$ cat config.mk
export PLATFORM = sky130hd
export DESIGN_NAME = bounded_ordered_list_engine_unit
export DESIGN_NICKNAME = d
export VERILOG_FILES = /design/src/hw/rtl/bole_pkg.sv /design/src/hw/rtl/bole_store.sv /design/src/hw/rtl/bole_alloc.sv /design/src/hw/rtl/bounded_ordered_list_engine_unit.sv
export SDC_FILE = /design/constraint.sdc
export NUM_CORES = 2
export LEC_CHECK = 0
export ABC_AREA = 1
export BUFFER_PORTS_ARGS = -buffer_cell sky130_fd_sc_hd__clkbuf_2
export CAP_MARGIN = 20
export CELL_PAD_IN_SITES_DETAIL_PLACEMENT = 1
export CELL_PAD_IN_SITES_GLOBAL_PLACEMENT = 1
export CORE_MARGIN = 2
export CORE_UTILIZATION = 53
export CTS_BUF_LIST = sky130_fd_sc_hd__clkbuf_8
export CTS_CLUSTER_DIAMETER = 100
export DETAILED_ROUTE_END_ITERATION = 8
export PLACE_DENSITY_LB_ADDON = 0.1
export SYNTH_ARGS = -nofsm -noshare
export SYNTH_HDL_FRONTEND = slang
export SYNTH_SLANG_ARGS = --single-unit
$ cat constraint.sdc
create_clock -name aclk -period 4 [get_ports aclk]
set_input_delay 0.4 -clock aclk [delete_from_list [all_inputs] [get_ports aclk]]
set_output_delay 0.4 -clock aclk [all_outputs]
set_load 0.1 [all_outputs]
$ cat src/hw/rtl/bole_pkg.sv
// Shared types and codes for the bounded ordered list engine.
// No dependencies; every other file in hw/rtl imports this package.
package bole_pkg;

    localparam int DEF_CAPACITY = 32;
    localparam int VAL_W        = 32;
    localparam int OPC_W        = 3;
    localparam int STAT_W       = 2;
    localparam int ECNT_W       = 6;

    localparam logic [OPC_W-1:0] OP_INS_FRONT = 3'd0;
    localparam logic [OPC_W-1:0] OP_INS_TAIL  = 3'd1;
    localparam logic [OPC_W-1:0] OP_REM_FRONT = 3'd2;
    localparam logic [OPC_W-1:0] OP_REM_MATCH = 3'd3;
    localparam logic [OPC_W-1:0] OP_CLEAR     = 3'd4;

    localparam logic [STAT_W-1:0] ST_DONE = 2'd0;
    localparam logic [STAT_W-1:0] ST_FULL = 2'd1;
    localparam logic [STAT_W-1:0] ST_MISS = 2'd2;

    typedef struct packed {
        logic [OPC_W-1:0]        opcode;
        logic signed [VAL_W-1:0] operand_value;
    } in_item_t;

    typedef struct packed {
        logic [STAT_W-1:0]       status;
        logic signed [VAL_W-1:0] removed_value;
        logic [ECNT_W-1:0]       element_count;
    } out_item_t;

    // Write enables into the slot store.
    typedef struct packed {
        logic val_we;
        logic lnk_we;
    } store_we_t;

    // Requests to the slot allocator.
    typedef struct packed {
        logic take;
        logic give;
        logic clear;
    } alloc_ctl_t;

endpackage

$ cat src/hw/rtl/bole_store.sv
// Slot store: element values and next-slot links, one read address shared by both.
// Depends on bole_pkg.
module bole_store #(
    parameter int  CAPACITY = bole_pkg::DEF_CAPACITY,
    localparam int SW       = $clog2(CAPACITY)
) (
    input  logic                              aclk,
    input  bole_pkg::store_we_t               we,
    input  logic [SW-1:0]                     val_waddr,
    input  logic signed [bole_pkg::VAL_W-1:0] val_wdata,
    input  logic [SW-1:0]                     lnk_waddr,
    input  logic [SW-1:0]                     lnk_wdata,
    input  logic [SW-1:0]                     rd_addr,
    output logic signed [bole_pkg::VAL_W-1:0] val_rdata,
    output logic [SW-1:0]                     lnk_rdata
);
    import bole_pkg::*;

    logic signed [VAL_W-1:0] val_mem [CAPACITY];
    logic [SW-1:0]           lnk_mem [CAPACITY];

    always_ff @(posedge aclk) begin
        if (we.val_we) begin
            val_mem[val_waddr] <= val_wdata;
        end
        val_rdata <= val_mem[rd_addr];
    end

    always_ff @(posedge aclk) begin
        if (we.lnk_we) begin
            lnk_mem[lnk_waddr] <= lnk_wdata;
        end
        lnk_rdata <= lnk_mem[rd_addr];
    end

endmodule

$ cat src/hw/rtl/bole_alloc.sv
// Slot allocator: a stack of returned slots plus a counter of never-used slots.
// Depends on bole_pkg.
module bole_alloc #(
    parameter int  CAPACITY = bole_pkg::DEF_CAPACITY,
    localparam int SW       = $clog2(CAPACITY),
    localparam int CW       = $clog2(CAPACITY + 1)
) (
    input  logic                 aclk,
    input  logic                 aresetn,
    input  bole_pkg::alloc_ctl_t ctl,
    input  logic [SW-1:0]        give_slot,
    output logic [SW-1:0]        slot
);
    import bole_pkg::*;

    logic [SW-1:0] stk_mem [CAPACITY];
    logic [SW-1:0] stk_rd_reg;
    logic [CW-1:0] sp_reg, sp_next;
    logic [CW-1:0] fresh_reg, fresh_next;
    logic          from_stk_reg, from_stk_next;
    logic [SW-1:0] fresh_slot_reg;
    logic [CW-1:0] sp_top;

    assign sp_top = sp_reg - CW'(1);

    always_ff @(posedge aclk) begin
        if (ctl.give) begin
            stk_mem[sp_reg[SW-1:0]] <= give_slot;
        end
        stk_rd_reg <= stk_mem[sp_top[SW-1:0]];
    end

    always_comb begin
        sp_next       = sp_reg;
        fresh_next    = fresh_reg;
        from_stk_next = from_stk_reg;
        if (ctl.clear) begin
            sp_next    = '0;
            fresh_next = '0;
        end else if (ctl.take) begin
            // prefer a returned slot; else hand out the next untouched one
            from_stk_next = (sp_reg != '0);
            if (sp_reg != '0) begin
                sp_next = sp_top;
            end else begin
                fresh_next = fresh_reg + CW'(1);
            end
        end else if (ctl.give) begin
            sp_next = sp_reg + CW'(1);
        end
    end

    always_ff @(posedge aclk) begin
        if (!aresetn) begin
            sp_reg       <= '0;
            fresh_reg    <= '0;
            from_stk_reg <= 1'b0;
        end else begin
            sp_reg       <= sp_next;
            fresh_reg    <= fresh_next;
            from_stk_reg <= from_stk_next;
        end
    end

    always_ff @(posedge aclk) begin
        if (ctl.take) begin
            fresh_slot_reg <= fresh_reg[SW-1:0];
        end
    end

    assign slot = from_stk_reg ? stk_rd_reg : fresh_slot_reg;

    a_sp_le_fresh: assert property (@(posedge aclk) disable iff (!aresetn)
        sp_reg <= fresh_reg)
        else $error("free stack deeper than slots ever handed out");
    a_fresh_bound: assert property (@(posedge aclk) disable iff (!aresetn)
        fresh_reg <= CW'(CAPACITY))
        else $error("fresh slot counter past capacity");
    a_take_has_slot: assert property (@(posedge aclk) disable iff (!aresetn)
        ctl.take && !ctl.clear |-> (sp_reg != '0) || (fresh_reg != CW'(CAPACITY)))
        else $error("slot taken with no free slot");

endmodule

$ cat src/hw/rtl/bounded_ordered_list_engine_unit.sv
// Top level of the bounded ordered list engine: command sequencer and result register.
// Depends on bole_pkg, bole_store and bole_alloc.
//
//   channel | direction | ports                    | item
//   s_      | in        | s_valid s_ready s_data   | in_item_t  (opcode, operand_value)
//   m_      | out       | m_valid m_ready m_data   | out_item_t (status, removed_value, count)
//
// Insert front runs S_INS, S_FIN; insert tail S_INS, S_TAIL (skipped when empty),
// S_FIN; remove front S_POP, S_FIN; clear and commands refused at once go straight
// to S_FIN. Remove by value walks the links one slot per cycle in S_WALK to a match
// or the last element. s_ready is high whenever the sequencer is idle, also while
// an earlier result waits in the output register; a held result only stalls the
// sequencer at its last step. Reset empties the list.
module bounded_ordered_list_engine_unit #(
    parameter int CAPACITY = bole_pkg::DEF_CAPACITY
) (
    input  logic                aclk,
    input  logic                aresetn,
    input  logic                s_valid,
    output logic                s_ready,
    input  bole_pkg::in_item_t  s_data,
    output logic                m_valid,
    input  logic                m_ready,
    output bole_pkg::out_item_t m_data
);
    import bole_pkg::*;

    localparam int SW = $clog2(CAPACITY);
    localparam int CW = $clog2(CAPACITY + 1);

    typedef enum logic [5:0] {
        S_IDLE = 6'b000001,
        S_INS  = 6'b000010,
        S_TAIL = 6'b000100,
        S_POP  = 6'b001000,
        S_WALK = 6'b010000,
        S_FIN  = 6'b100000
    } state_t;

    state_t                  state_reg, state_next;
    logic [OPC_W-1:0]        op_reg, op_next;
    logic signed [VAL_W-1:0] val_reg, val_next;
    logic [SW-1:0]           head_reg, head_next;
    logic [SW-1:0]           tail_reg, tail_next;
    logic [CW-1:0]           cnt_reg, cnt_next;
    logic [CW-1:0]           idx_reg, idx_next;
    logic [SW-1:0]           cur_reg, cur_next;
    logic [SW-1:0]           prev_reg, prev_next;
    logic [STAT_W-1:0]       stat_reg, stat_next;
    logic signed [VAL_W-1:0] rem_reg, rem_next;
    logic                    m_valid_reg, m_valid_next;
    out_item_t               m_data_reg, m_data_next;

    store_we_t               st_we;
    logic [SW-1:0]           val_waddr, lnk_waddr, lnk_wdata, rd_addr;
    logic signed [VAL_W-1:0] val_rdata;
    logic [SW-1:0]           lnk_rdata;
    alloc_ctl_t              al_ctl;
    logic [SW-1:0]           al_give, al_slot;

    logic accept, out_free, full, empty, hit, last;

    assign accept   = s_valid && s_ready;
    assign s_ready  = (state_reg == S_IDLE);
    assign out_free = !m_valid_reg || m_ready;
    assign full     = (cnt_reg == CW'(CAPACITY));
    assign empty    = (cnt_reg == '0);
    assign hit      = (val_rdata == val_reg);
    assign last     = ((idx_reg + CW'(1)) == cnt_reg);
    // follow the link just read while walking; otherwise point at the head
    assign rd_addr  = (state_reg == S_WALK) ? lnk_rdata : head_reg;

    bole_store #(.CAPACITY(CAPACITY)) u_store (
        .aclk      (aclk),
        .we        (st_we),
        .val_waddr (val_waddr),
        .val_wdata (val_reg),
        .lnk_waddr (lnk_waddr),
        .lnk_wdata (lnk_wdata),
        .rd_addr   (rd_addr),
        .val_rdata (val_rdata),
        .lnk_rdata (lnk_rdata)
    );

    bole_alloc #(.CAPACITY(CAPACITY)) u_alloc (
        .aclk      (aclk),
        .aresetn   (aresetn),
        .ctl       (al_ctl),
        .give_slot (al_give),
        .slot      (al_slot)
    );

    always_comb begin
        state_next   = state_reg;
        op_next      = op_reg;
        val_next     = val_reg;
        head_next    = head_reg;
        tail_next    = tail_reg;
        cnt_next     = cnt_reg;
        idx_next     = idx_reg;
        cur_next     = cur_reg;
        prev_next    = prev_reg;
        stat_next    = stat_reg;
        rem_next     = rem_reg;
        m_valid_next = m_valid_reg && !m_ready;
        m_data_next  = m_data_reg;
        st_we        = '0;
        val_waddr    = al_slot;
        lnk_waddr    = al_slot;
        lnk_wdata    = al_slot;
        al_ctl       = '0;
        al_give      = cur_reg;

        case (state_reg)
            S_IDLE: begin
                if (accept) begin
                    op_next   = s_data.opcode;
                    val_next  = s_data.operand_value;
                    stat_next = ST_DONE;
                    rem_next  = '0;
                    idx_next  = '0;
                    cur_next  = head_reg;
                    prev_next = head_reg;
                    state_next = S_FIN;
                    case (s_data.opcode)
                        OP_INS_FRONT, OP_INS_TAIL: begin
                            if (full) begin
                                stat_next = ST_FULL;
                            end else begin
                                al_ctl.take = 1'b1;
                                state_next  = S_INS;
                            end
                        end
                        OP_REM_FRONT: begin
                            if (empty) begin
                                stat_next = ST_MISS;
                            end else begin
                                state_next = S_POP;
                            end
                        end
                        OP_REM_MATCH: begin
                            if (empty) begin
                                stat_next = ST_MISS;
                            end else begin
                                state_next = S_WALK;
                            end
                        end
                        OP_CLEAR: begin
                            al_ctl.clear = 1'b1;
                            cnt_next     = '0;
                            head_next    = '0;
                            tail_next    = '0;
                        end
                        default: begin
                            // unused opcodes: report the count, change nothing
                        end
                    endcase
                end
            end
            S_INS: begin
                st_we.val_we = 1'b1;
                st_we.lnk_we = 1'b1;
                cnt_next     = cnt_reg + CW'(1);
                cur_next     = al_slot;
                state_next   = S_FIN;
                if (empty) begin
                    head_next = al_slot;
                    tail_next = al_slot;
                end else if (op_reg == OP_INS_FRONT) begin
                    lnk_wdata = head_reg;
                    head_next = al_slot;
                end else begin
                    state_next = S_TAIL;
                end
            end
            S_TAIL: begin
                // hook the new slot behind the old tail
                st_we.lnk_we = 1'b1;
                lnk_waddr    = tail_reg;
                lnk_wdata    = cur_reg;
                tail_next    = cur_reg;
                state_next   = S_FIN;
            end
            S_POP: begin
                rem_next    = val_rdata;
                head_next   = lnk_rdata;
                al_ctl.give = 1'b1;
                al_give     = head_reg;
                cnt_next    = cnt_reg - CW'(1);
                state_next  = S_FIN;
            end
            S_WALK: begin
                if (hit) begin
                    rem_next    = val_rdata;
                    al_ctl.give = 1'b1;
                    cnt_next    = cnt_reg - CW'(1);
                    if (idx_reg == '0) begin
                        head_next = lnk_rdata;
                    end else begin
                        // unlink: predecessor skips the matched slot
                        st_we.lnk_we = 1'b1;
                        lnk_waddr    = prev_reg;
                        lnk_wdata    = lnk_rdata;
                    end
                    if (last) begin
                        tail_next = prev_reg;
                    end
                    state_next = S_FIN;
                end else if (last) begin
                    stat_next  = ST_MISS;
                    state_next = S_FIN;
                end else begin
                    prev_next = cur_reg;
                    cur_next  = lnk_rdata;
                    idx_next  = idx_reg + CW'(1);
                end
            end
            S_FIN: begin
                if (out_free) begin
                    m_valid_next              = 1'b1;
                    m_data_next.status        = stat_reg;
                    m_data_next.removed_value = rem_reg;
                    m_data_next.element_count = ECNT_W'(cnt_reg);
                    state_next                = S_IDLE;
                end
            end
            default: begin
                state_next = S_IDLE;
            end
        endcase
    end

    always_ff @(posedge aclk) begin
        if (!aresetn) begin
            state_reg   <= S_IDLE;
            head_reg    <= '0;
            tail_reg    <= '0;
            cnt_reg     <= '0;
            m_valid_reg <= 1'b0;
        end else begin
            state_reg   <= state_next;
            head_reg    <= head_next;
            tail_reg    <= tail_next;
            cnt_reg     <= cnt_next;
            m_valid_reg <= m_valid_next;
        end
    end

    always_ff @(posedge aclk) begin
        op_reg     <= op_next;
        val_reg    <= val_next;
        idx_reg    <= idx_next;
        cur_reg    <= cur_next;
        prev_reg   <= prev_next;
        stat_reg   <= stat_next;
        rem_reg    <= rem_next;
        m_data_reg <= m_data_next;
    end

    assign m_valid = m_valid_reg;
    assign m_data  = m_data_reg;

    a_cnt_bound: assert property (@(posedge aclk) disable iff (!aresetn)
        cnt_reg <= CW'(CAPACITY))
        else $error("element count past capacity");
    a_walk_in_list: assert property (@(posedge aclk) disable iff (!aresetn)
        state_reg == S_WALK |-> idx_reg < cnt_reg)
        else $error("walk ran past the end of the list");
    a_accept_busy: assert property (@(posedge aclk) disable iff (!aresetn)
        accept |=> state_reg != S_IDLE)
        else $error("sequencer idle right after taking an item");
    a_result_from_fin: assert property (@(posedge aclk) disable iff (!aresetn)
        $rose(m_valid_reg) |-> $past(state_reg == S_FIN))
        else $error("result raised outside the final step");
    a_count_moves_by_one: assert property (@(posedge aclk) disable iff (!aresetn)
        state_reg == S_INS |=> cnt_reg == $past(cnt_reg) + CW'(1))
        else $error("insert did not add exactly one element");

endmodule
==> qor.yml <==
detailed_routing:
  drt-initial-drc-count: 4807
  num_vias: 44900
  drtAntennaViolNets: 0
  drt_first_pass_iters: 5
  wl_per_cell_um: 26.1
  drc: 0
  vias_per_cell: 5.80
  totalWireLength_um: 202000
timing:
  tns_ns: 0
  min_period_ns: 3.63
  fin_crit_sh_pct: 90.8
  hold_ws_ns: 0.178
  setup_violations: 0
  final_max_slew_viol_count: 0
  relSlewSlack_pct: 23.6
  worst_pin_slew_ns: 1.15
  fmax_mhz: 275
  hold_violations: 0
  rsz0062_at_grt: "false"
  fin_skew_ns: 0.0644
synth:
  synth_flop_cell: "edfxtp_1"
  netlist_area_um2: 63800
  ys_types: 45
  synth_edf_count: 1474
  synth_nets: 5739
  syn_inst: 5687
  yosys_register_bits: 1551
  synth.top_cell.area_share_pct: 69.3
  syn_area_per_cell_um2: 11.2
  synthTopCellsByArea: "edfxtp_1 69%, nand2_1 13%, nand3_1 4.2%"
  yosysWarnings: 0
  synth_top_cell_by_area: "edfxtp_1"
  yosysSeqAreaShare_pct: 71.8
  synthArstFlopShare_pct: 0
run:
  cap_violations: 0
worst_setup_path:
  crit_arrival_ns: 4.25
  endpoint: "u_store.lnk_mem[24][0]"
  slowest_delay_ns: 0.53
  crit_slowest_cell: "nor2_1"
  ff2ff_path_depth: 11
  end_kind: "flop"
  crit_family: "simple AND/OR/NAND/NOR gates"
  required_ns: 4.62
  worst_path_most_repeated_cell: "nand2_1"
  cp.depth: 11
  rr_startpoint: "val_reg[3]"
  crit_chain: "xnor2_1, nand2_1, nor2_1, nand2_1, nor2_2, nand2_1, nand2_1, nand2_1, a21oi_1, nand3_1, nor2_1"
  critPathBufInv: 0
  regToRegSetupSlack_ns: 0.37
  crit_type: "flop to flop"
  startpoint: "val_reg[3]"
  path_max_fanout: 7
  cp-start-kind: "flop"
  r2r_end: "u_store.lnk_mem[24][0]"
clock_network:
  clock_latency_ns: 1.02
  cts_tree: "built"
  cts_setup_buffers: 0
  clock-sinks: 1551
  cts_root_buf: "clkbuf_8"
  cts.htree.levels: 5
  clock_path_buffers: 4
  numCtsBuffers: 276
  path_clk_slew_ns: 0.07
placement:
  place_congestion: 0.899
  dp_cells: 7241
  place_area_um2: 67000
  dp_hpwl_um: 115000
  port_buffers: 80
final_layout:
  drive_gt1_share_pct: 10.3
  largest-register: "u_store.val_mem"
  area_delta_synth_final_pct: 13.0
  final_common_cell: "nand2_1"
  layout.nets: 5999
  final_cell_mix: "2281 x nand2_1, 1474 x edfxtp_1, 535 x nand3_1, 349 x inv_1, 296 x clkbuf_8"
  fin_area_um2: 72100
  fillers: 12400
  instances_no_fill: 7738
  largest_register_ffs: 1024
floorplan:
  core_um2: 120000
  rows: 127
  die_w_um: 351
  start_util_pct: 53.3
  die-area_um2: 123000
  die_h_um: 351
  io_pins: 81
global_routing:
  antenna_found_initial: 11
  grt_pass1_wl_um: 297000
  grt_start_max_net_pins: 170
  grt_pass1_vias: 46500
  track_usage_pct: 33.1
  grt_overflow: 0
power_and_ir_drop:
  powerDensity_nw_per_um2: 527
  peakVddDrop_uv: 432
  power_uw: 38000
  power_leakage_uw: 0.0278
min_path:
  holdPathStages: 2
  min_path_type: "input port to flop"
status:
  status: "finished clean"
==> cell families (layout without fill, tap and decap cells) <==
kind of cell	Yosys count	count (layout)	synth area share [%]
simple gates	3146	3146	19.7
buf+inv	557	990	3.64
xor+xnor	40	40	0.549
compound gates	368	368	3.86
flops	1551	1551	71.8
mux	12	12	0.188
other cells	0	6	0
fa+ha+maj	13	13	0.267
==> worst min path at each step <==
stage / from / endpoint
finish: s_data[32] / op_reg[0]
global route: s_data[32] / op_reg[0]
global placement: rem_reg[27] / m_data[33]
CTS: s_data[32] / op_reg[0]
floorplan: rem_reg[4] / m_data[10]
detailed placement: rem_reg[29] / m_data[35]
==> timing repair <==
item / CTS / global route
gates resized for setup: 0 / 0
hold endpoints to repair: 65 / 0
hold buffers: 38 / 0
==> layer usage <==
metal / global-route usage (%) / wire length, um
met1: 43.3 / 80800
met2: 53.3 / 95800
met3: 6.56 / 16000
met4: 15.5 / 9350
met5: 0 / 61
==> synthesized netlist by cell type (2+ instances only) <==
library cell,instances
nand2_1,2281
edfxtp_1,1474
nand3_1,535
nor2_1,297
inv_1,257
buf_2,179
o211ai_1,126
o21ai_0,100
clkbuf_1,88
dfxtp_1,77
a21o_1,38
a21oi_1,38
o32ai_1,28
buf_1,27
xnor2_1,27
o221ai_1,15
xor2_1,13
ha_1,12
mux2i_1,12
nand4_1,9
o21ai_1,6
nor3_1,5
inv_2,4
nor2_2,4
nand3b_1,3
o22ai_1,3
a211oi_1,2
a21oi_2,2
a31oi_1,2
buf_4,2
nand2_2,2
nand3_2,2
nor4_1,2
o2111ai_1,2
o31ai_1,2
or2_2,2
==> layout make-up <==
class | count | area [um2] | share of cell area (%)
sequential | 1551 | 45800 | 63.5
multi-input combinational | 3579 | 16100 | 22.3
clock buffer | 296 | 4070 | 5.65
timing repair buffer | 278 | 2510 | 3.48
tap | 1612 | 2020 | 2.80
inverter | 261 | 992 | 1.38
clock inverter | 155 | 651 | 0.902
antenna | 6 | 15.0 | 0.0208
==> stage by stage <==
step	utilization, %	setup WS [ns]
CTS	60.3	0.444
finish	60.3	0.366
detailed placement	56.0	0.496
global placement	56.0	0.646
floorplan	-	0.622
global route	60.3	0.171
==> where the power goes <==
| group | internal (uW) | leakage, uW | switching, uW |
|---|---|---|---|
| Sequential | 18400 | 0.0140 | 280 |
| Combinational | 1620 | 0.0111 | 4510 |
| Clock | 6810 | 0.00278 | 6390 |
(Power assumes the default switching activity.)
